--- src/rtl/fqc_pkg.sv ---
// Shared types, character codes and a count-clipping helper for the FASTQ record checker.
`default_nettype none

package fqc_pkg;

    localparam int COUNT_WIDTH = 16;
    localparam int FIELD_WIDTH = 16;

    localparam logic [7:0] CH_AT   = 8'h40;
    localparam logic [7:0] CH_PLUS = 8'h2B;
    localparam logic [7:0] CH_LF   = 8'h0A;
    localparam logic [7:0] CH_CR   = 8'h0D;

    typedef enum logic [2:0] {
        ST_OK        = 3'd0,
        ST_NO_AT     = 3'd1,
        ST_NO_PLUS   = 3'd2,
        ST_MISMATCH  = 3'd3,
        ST_TRUNCATED = 3'd4
    } fqc_status_t;

    typedef struct packed {
        logic [7:0] data_byte;
        logic       last_byte;
    } fqc_byte_t;

    typedef struct packed {
        fqc_status_t            status;
        logic [FIELD_WIDTH-1:0] sequence_count;
        logic [FIELD_WIDTH-1:0] quality_count;
    } fqc_result_t;

    // Clip an internal counter to the width of the result fields.
    function automatic logic [FIELD_WIDTH-1:0] clip_count(input logic [COUNT_WIDTH-1:0] v);
        logic [32:0] w;
        w = 33'(v);
        return (w > 33'({FIELD_WIDTH{1'b1}})) ? {FIELD_WIDTH{1'b1}} : w[FIELD_WIDTH-1:0];
    endfunction

endpackage

`default_nettype wire

--- src/rtl/fqc_byte_if.sv ---
// Valid/ready channel carrying one byte of the FASTQ text stream.
`default_nettype none

interface fqc_byte_if;
    logic              valid;
    logic              ready;
    fqc_pkg::fqc_byte_t data;

    modport source (output valid, output data, input ready);
    modport sink   (input valid, input data, output ready);
endinterface

`default_nettype wire

--- src/rtl/fqc_result_if.sv ---
// Valid/ready channel carrying one record status and its counts.
`default_nettype none

interface fqc_result_if;
    logic                valid;
    logic                ready;
    fqc_pkg::fqc_result_t data;

    modport source (output valid, output data, input ready);
    modport sink   (input valid, input data, output ready);
endinterface

`default_nettype wire

--- src/rtl/fastq_record_checker_unit.sv ---
// FASTQ record checker: top level with parser state and two-entry result buffer.
//
// Usage:
//   bytes   - sink channel, one text byte per request plus a last_byte mark.
//   results - source channel, one status per completed or failed record, with
//             the sequence and quality character counts (saturating).
// Throughput: one byte per cycle while the skid entry is free. The parser state
// is updated in the same cycle a byte is accepted; the byte-to-byte dependency
// is only the phase/counter update, which is a few gates and one counter increment.
// A result is registered: into the output register if free or being taken, else the skid.
// Results go to an output register backed by one skid register, so bytes keep
// flowing while a result waits. bytes.ready drops only when both entries hold
// results, and rises again as soon as the receiver takes one.
// Reset: the parser expects '@', all counters are zero, no drain is pending
// and both result entries are empty.
// Stall: a stalled result holds its value until taken; at most one further
// result is buffered behind it.
`default_nettype none

module fastq_record_checker_unit (
    input  wire          clk,
    input  wire          rst_n,
    fqc_byte_if.sink     bytes,
    fqc_result_if.source results
);
    import fqc_pkg::*;

    typedef enum logic [2:0] {
        PH_START,
        PH_ID,
        PH_SEQ,
        PH_PLUS,
        PH_QUAL
    } phase_t;

    localparam logic [COUNT_WIDTH-1:0] COUNT_MAX = {COUNT_WIDTH{1'b1}};

    phase_t                 phase_reg, phase_next;
    logic                   absorb_reg, absorb_next;
    logic                   plus_chk_reg, plus_chk_next;
    logic [COUNT_WIDTH-1:0] seq_reg, seq_next;
    logic [COUNT_WIDTH-1:0] qual_reg, qual_next;
    logic                   drain_reg, drain_next;

    fqc_result_t out_reg;
    logic        out_valid_reg;
    fqc_result_t skid_reg;
    logic        skid_valid_reg;

    logic                   emit;
    fqc_status_t            emit_status;
    logic [COUNT_WIDTH-1:0] emit_seq;
    logic [COUNT_WIDTH-1:0] emit_qual;
    fqc_result_t            res;

    logic [7:0] c;
    logic       last;
    logic       term;
    logic       done;
    logic       fire;
    logic       out_take;

    assign c    = bytes.data.data_byte;
    assign last = bytes.data.last_byte;
    assign term = (c == CH_LF) || (c == CH_CR);

    assign bytes.ready   = !skid_valid_reg;
    assign fire          = bytes.valid && !skid_valid_reg;
    assign out_take      = out_valid_reg && results.ready;
    assign results.valid = out_valid_reg;
    assign results.data  = out_reg;

    always_comb
    begin
        phase_next    = phase_reg;
        absorb_next   = absorb_reg;
        plus_chk_next = plus_chk_reg;
        seq_next      = seq_reg;
        qual_next     = qual_reg;
        drain_next    = drain_reg;
        emit          = 1'b0;
        emit_status   = ST_OK;
        emit_seq      = seq_reg;
        emit_qual     = qual_reg;
        done          = 1'b0;

        if (drain_reg)
        begin
            if (last)
            begin
                drain_next = 1'b0;
            end
            done = 1'b1;
        end
        else
        begin
            if (absorb_reg)
            begin
                absorb_next = 1'b0;
                if (c == CH_LF)
                begin
                    done = 1'b1;
                    if (last)
                    begin
                        if (phase_reg != PH_START)
                        begin
                            emit        = 1'b1;
                            emit_status = ST_TRUNCATED;
                        end
                        phase_next    = PH_START;
                        plus_chk_next = 1'b0;
                        seq_next      = '0;
                        qual_next     = '0;
                    end
                end
            end

            if (!done)
            begin
                unique case (phase_reg)
                    PH_START:
                    begin
                        if (c != CH_AT)
                        begin
                            emit        = 1'b1;
                            emit_status = ST_NO_AT;
                            emit_seq    = '0;
                            emit_qual   = '0;
                            seq_next    = '0;
                            qual_next   = '0;
                            drain_next  = !last;
                            done        = 1'b1;
                        end
                        else
                        begin
                            phase_next = PH_ID;
                        end
                    end
                    PH_ID:
                    begin
                        if (term)
                        begin
                            phase_next  = PH_SEQ;
                            absorb_next = 1'b1;
                        end
                    end
                    PH_SEQ:
                    begin
                        if (term)
                        begin
                            phase_next    = PH_PLUS;
                            absorb_next   = 1'b1;
                            plus_chk_next = 1'b1;
                        end
                        else if (seq_reg != COUNT_MAX)
                        begin
                            seq_next = seq_reg + 1'b1;
                        end
                    end
                    PH_PLUS:
                    begin
                        if (plus_chk_reg)
                        begin
                            plus_chk_next = 1'b0;
                            if (c != CH_PLUS)
                            begin
                                emit        = 1'b1;
                                emit_status = ST_NO_PLUS;
                                phase_next  = PH_START;
                                absorb_next = 1'b0;
                                seq_next    = '0;
                                qual_next   = '0;
                                drain_next  = !last;
                                done        = 1'b1;
                            end
                        end
                        if (!done && term)
                        begin
                            phase_next  = PH_QUAL;
                            absorb_next = 1'b1;
                        end
                    end
                    PH_QUAL:
                    begin
                        if (term)
                        begin
                            emit          = 1'b1;
                            emit_status   = (seq_reg == qual_reg) ? ST_OK : ST_MISMATCH;
                            phase_next    = PH_START;
                            plus_chk_next = 1'b0;
                            seq_next      = '0;
                            qual_next     = '0;
                            drain_next    = (seq_reg != qual_reg) && !last;
                            absorb_next   = (seq_reg == qual_reg) && !last;
                            done          = 1'b1;
                        end
                        else if (qual_reg != COUNT_MAX)
                        begin
                            qual_next = qual_reg + 1'b1;
                        end
                    end
                    default:
                    begin
                        phase_next = PH_START;
                    end
                endcase
            end

            // End of buffer: a record still open is truncated.
            if (!done && last)
            begin
                if (phase_next != PH_START)
                begin
                    emit        = 1'b1;
                    emit_status = ST_TRUNCATED;
                    emit_seq    = seq_next;
                    emit_qual   = qual_next;
                end
                phase_next    = PH_START;
                absorb_next   = 1'b0;
                plus_chk_next = 1'b0;
                seq_next      = '0;
                qual_next     = '0;
            end
        end
    end

    assign res.status         = emit_status;
    assign res.sequence_count = clip_count(emit_seq);
    assign res.quality_count  = clip_count(emit_qual);

    always_ff @(posedge clk or negedge rst_n)
    begin
        if (!rst_n)
        begin
            phase_reg      <= PH_START;
            absorb_reg     <= 1'b0;
            plus_chk_reg   <= 1'b0;
            seq_reg        <= '0;
            qual_reg       <= '0;
            drain_reg      <= 1'b0;
            out_valid_reg  <= 1'b0;
            skid_valid_reg <= 1'b0;
        end
        else
        begin
            if (fire)
            begin
                phase_reg    <= phase_next;
                absorb_reg   <= absorb_next;
                plus_chk_reg <= plus_chk_next;
                seq_reg      <= seq_next;
                qual_reg     <= qual_next;
                drain_reg    <= drain_next;
            end

            if (skid_valid_reg)
            begin
                // no byte is accepted here, so only the buffered result moves
                if (out_take)
                begin
                    out_reg        <= skid_reg;
                    skid_valid_reg <= 1'b0;
                end
            end
            else if (fire && emit)
            begin
                if (!out_valid_reg || out_take)
                begin
                    out_reg       <= res;
                    out_valid_reg <= 1'b1;
                end
                else
                begin
                    skid_reg       <= res;
                    skid_valid_reg <= 1'b1;
                end
            end
            else if (out_take)
            begin
                out_valid_reg <= 1'b0;
            end
        end
    end

    a_skid_behind_out: assert property (@(posedge clk) disable iff (!rst_n)
        skid_valid_reg |-> out_valid_reg)
        else $error("skid entry holds a result while the output register is empty");

    a_drain_clean: assert property (@(posedge clk) disable iff (!rst_n)
        drain_reg |-> (phase_reg == PH_START) && (seq_reg == '0) && (qual_reg == '0))
        else $error("drain active with record state not restarted");

    a_plus_chk_phase: assert property (@(posedge clk) disable iff (!rst_n)
        plus_chk_reg |-> (phase_reg == PH_PLUS))
        else $error("plus check pending outside the plus line");

    a_ok_counts_equal: assert property (@(posedge clk) disable iff (!rst_n)
        (out_valid_reg && (out_reg.status == ST_OK))
            |-> (out_reg.sequence_count == out_reg.quality_count))
        else $error("ok status with unequal counts");

    a_stalled_result_buffered: assert property (@(posedge clk) disable iff (!rst_n)
        (fire && emit && out_valid_reg && !results.ready) |=> skid_valid_reg)
        else $error("result produced during a stall was not buffered");

endmodule

`default_nettype wire

--- src/flat_wrapper.sv ---
// flat-port wrapper written by rule: the top's interface ports become plain ports
module fastq_record_checker_unit_flat import fqc_pkg::*;
  (clk, rst_n, bytes_valid, bytes_data, bytes_ready, results_valid, results_data, results_ready);
  fqc_byte_if bytes_i ();
  fqc_result_if results_i ();
  input  wire clk;
  input  wire rst_n;
  input wire logic [$bits(bytes_i.valid)-1:0] bytes_valid;
  input wire logic [$bits(bytes_i.data)-1:0] bytes_data;
  output wire logic [$bits(bytes_i.ready)-1:0] bytes_ready;
  output wire logic [$bits(results_i.valid)-1:0] results_valid;
  output wire logic [$bits(results_i.data)-1:0] results_data;
  input wire logic [$bits(results_i.ready)-1:0] results_ready;
  assign bytes_i.valid = bytes_valid;
  assign bytes_i.data = bytes_data;
  assign bytes_ready = bytes_i.ready;
  assign results_valid = results_i.valid;
  assign results_data = results_i.data;
  assign results_i.ready = results_ready;
  fastq_record_checker_unit u_core (.clk(clk), .rst_n(rst_n), .bytes(bytes_i), .results(results_i));
endmodule
--- config.mk ---
export PLATFORM = sky130hd
export DESIGN_NAME = fastq_record_checker_unit_flat
export DESIGN_NICKNAME = d
export VERILOG_FILES = /design/src/rtl/fqc_pkg.sv /design/src/rtl/fqc_byte_if.sv /design/src/rtl/fqc_result_if.sv /design/src/rtl/fastq_record_checker_unit.sv /design/src/flat_wrapper.sv
export SDC_FILE = /design/constraint.sdc
export NUM_CORES = 1
export LEC_CHECK = 0
export ABC_AREA = 1
export BUFFER_PORTS_ARGS = -buffer_cell sky130_fd_sc_hd__buf_2
export CELL_PAD_IN_SITES_DETAIL_PLACEMENT = 1
export CELL_PAD_IN_SITES_GLOBAL_PLACEMENT = 2
export CORE_ASPECT_RATIO = 1.5
export CORE_MARGIN = 1
export CORE_UTILIZATION = 38
export DETAILED_ROUTE_END_ITERATION = 6
export GPL_TIMING_DRIVEN = 0
export PLACE_DENSITY = 0.9
export SYNTH_ARGS = -nofsm -noshare
export SYNTH_HDL_FRONTEND = slang
export SYNTH_SLANG_ARGS = --single-unit
export TNS_END_PERCENT = 1
--- constraint.sdc ---
create_clock -name clk -period 6.6 [get_ports clk]
set_input_delay 0.99 -clock clk [delete_from_list [all_inputs] [get_ports clk]]
set_output_delay 0.99 -clock clk [all_outputs]
set_load 0.005 [all_outputs]
==> flow_summary.toml <==
[sta]
fin_setup_tns_ps = 0
fin_ws_ps = 2790
setup_viol_count_final = 0
tightest_slew_ps = 1160
final_max_slew_viol_count = 0
fmax_mhz = 262
fin_crit_ps = 3810
slew_headroom_pct = 22.7
finClkSkew_ps = 11.5
hold_viol_final = 0
rsz0062_at_grt = "no"
fin_hold_ws_ps = 519
period_share_pct = 57.7

[place]
dp_hpwl_um = 20400
pre_cts_slack_ps = 2360
gp_congestion = 0.926
io_buffers = 49

[worst_setup_path]
cp-startpoint = "bytes_data[6]"
cp-start-kind = "primary input"
required_ps = 6580
r2r_cells = 14
critPathKind = "primary input to flop"
r2r_start = "u_core.phase_reg[2]$_DFFE_PN0P_"
crit_fanout = 35
end_kind = "flop"
critPathArrivalTime_ps = 3800
worst-r2r-setup-slack_ps = 3070

[yosys]
yosys_most_used_dff = "edfxtp_1"
synth_seq_cells = 110
synth_area_mm2 = 0.00748
syn_area_per_cell_um2 = 7.00
async_reset_ff_share_pct = 36.4
ys_warn_count = 0
synthCells = 1070
synth-seq-area-share_pct = 41.5
synth_edf_count = 70
ys_types = 38
syn_nets = 1085

[clocking]
ctsHtreeMaxLevel = 3
post_cts_resized = 0
postCtsHoldBufs = 0
cts-root-buf = "clkbuf_16"
cts_setup_buffers = 0
clk_latency_ps = 370
clockBufferDepth = 2
cts_tree = "yes"
cts_buffers = 9
path_clk_slew_ps = 70
cts.sinks = 110

[global_route]
grt_antenna_before_repair = 0
overflow = 0
first_global_vias = 7628
grt_max_degree = 43
grt_util_all_layers_pct = 27.1
grt_pass1_wl_um = 41200

[power]
p_sw_share_pct = 44.1
powerDensity_mw_per_mm2 = 333
p_leak_nw = 3.78
comb_power_share_pct = 47.7
seq_power_share_pct = 33.5
power_switching_mw = 1.23
p_int_mw = 1.56
clock_power_share_pct = 18.7
ir_worst_vdd_v = 0.000162

[floorplanning]
dieArea_mm2 = 0.0203
die_h_um = 174
io_pins = 50
die_x_um = 117
start_util_pct = 38.9
core_mm2 = 0.0192
placementRows = 62

[routing]
drc = 0
detail_route.wl_per_cell_um = 18.3
drt_iter0_drc = 402
vias_per_cell = 5.23
vias = 7278
wl_um = 25400
dr.pass1.iters = 6
postRouteAntennaNets = 0

[worst_hold_path]
hold-path-cell-count = 2
hold_start = "u_core.skid_reg[24]$_DFFE_PP_"
hold_path_class = "flop to flop"

[outcome]
outcome = "finished, final reports clean"

[cells_and_area]
area_growth_syn_to_layout_pct = 11.8
drive_gt1_share_pct = 10.5
utilization_pct = 43.5
final-seq-area_mm2 = 0.00310
multi_input_area_mm2 = 0.00370
fin_nets = 1146
antenna_cells = 0
n_fill_cell = 2563

[job]
drv_cap = 0
## cells in the mapped netlist, types with 2 or more instances
cell / number / share of area [%]
a21oi_1: 24 / 1.6
and2_1: 32 / 2.7
nand2_1: 345 / 17
ha_1: 2 / 0.33
nand3_1: 158 / 11
buf_2: 15 / 1.0
nor3_1: 5 / 0.33
o21ai_0: 24 / 1.6
nand3_2: 3 / 0.40
o21ai_2: 2 / 0.23
clkbuf_1: 24 / 1.2
clkinv_1: 2 / 0.10
buf_1: 6 / 0.30
nor2_1: 96 / 4.8
o32ai_1: 4 / 0.47
nand2_2: 7 / 0.59
buf_6: 4 / 0.60
xor2_1: 18 / 2.1
nor2_4: 2 / 0.30
nor2_2: 7 / 0.59
o22ai_1: 33 / 2.8
nand4_1: 13 / 1.1
nor4_1: 3 / 0.25
clkbuf_2: 2 / 0.13
dfrtp_1: 40 / 13
inv_1: 113 / 5.7
edfxtp_1: 70 / 28
inv_2: 6 / 0.30
## power groups by stage
stage	Clock, mW	Combinational (mW)	Sequential, mW
2_1_floorplan	0	0.883	0.956
4_1_cts	0.534	1.34	0.935
3_5_place_dp	0	1.33	0.950
3_3_place_gp	0	1.27	0.950
5_1_grt	0.549	1.50	0.946
6_report	0.522	1.33	0.934
## per-layer routing
| layer | GRT usage, % | wire, um |
|---|---|---|
| met1 | 31.9 | 10500 |
| met2 | 47.6 | 13200 |
| met3 | 2.97 | 707 |
| met4 | 13.5 | 1070 |
| met5 | 0 | 0 |
## layout by cell type, fill, tap and decap left out, types with 2 or more instances in the layout
| master | count |
|---|---|
| nand3_1 | 158 |
| clkinv_1 | 2 |
| clkinvlp_4 | 2 |
| dfrtp_1 | 40 |
| clkbuf_16 | 9 |
| and2_1 | 32 |
| edfxtp_1 | 70 |
| o22ai_1 | 33 |
| ha_1 | 2 |
| nand3_2 | 3 |
| clkbuf_2 | 2 |
| nand2_1 | 345 |
| buf_2 | 64 |
| inv_2 | 6 |
| o21ai_0 | 24 |
| nor2_4 | 3 |
| clkbuf_1 | 27 |
| nor3_1 | 5 |
| o32ai_1 | 4 |
| nor2_1 | 95 |
| o21ai_2 | 2 |
| nand2_2 | 7 |
| inv_1 | 113 |
| xor2_1 | 18 |
| a21oi_1 | 23 |
| nand4_1 | 13 |
| buf_1 | 6 |
| nor2_2 | 7 |
| buf_6 | 4 |
| nor4_1 | 3 |
## layout make-up
type	instances	share of cell area, %
Timing Repair Buffer	50	3.26
Tap cell	256	3.83
Clock inverter	4	0.389
Multi-Input combinational cell	787	44.2
Inverter	121	5.43
Sequential cell	110	37.1
Buffer	52	2.99
Clock buffer	12	2.83
## kinds of logic after synthesis
kind of cell | share of synthesized area [%]
and+or+nand+nor | 39.7
adders and majority gates | 0.334
DFF | 41.5
buffers and inverters | 9.41
xor gates and xnor gates | 2.11
AOI/OAI and AO/OA | 6.95
## path summary, 6_finish.rpt
check,endpoint
min in group asynchronous,u_core.seq_reg[13]$_DFFE_PN0P_
setup / recovery,u_core.skid_reg[27]$_DFFE_PP_
hold / removal,u_core.results.data[24]$_DFFE_PP_
max in group asynchronous,u_core.skid_valid_reg$_DFF_PN0_
setup reg to reg,u_core.skid_reg[27]$_DFFE_PP_
hold reg to reg,u_core.results.data[24]$_DFFE_PP_
## metrics by stage
stage | cell area, um^2 | cells | total power, mW
2_1_floorplan | 7480 | 1070 | 1.84
3_3_place_gp | 8050 | 1375 | 2.22
3_5_place_dp | 8100 | 1376 | 2.28
4_1_cts | 8370 | 1392 | 2.80
5_1_grt | 8370 | 1392 | 2.99
6_report | 8370 | 1392 | 2.79
## worst max-delay path, stage by stage
cell and delay (ps):
buf_2 100, nor2_1 160, nand2_1 100, inv_1 110
nand2_1 100, nand2_2 240, nand2_2 110, nand2_1 70
nand2_1 60, nor2_1 110, a21oi_1 60, nand2_2 220
nand2_4 130, buf_6 170, nand3_2 80, nand4_1 180
nor2_4 780
No activity file was read; power rests on OpenSTA's default activity.
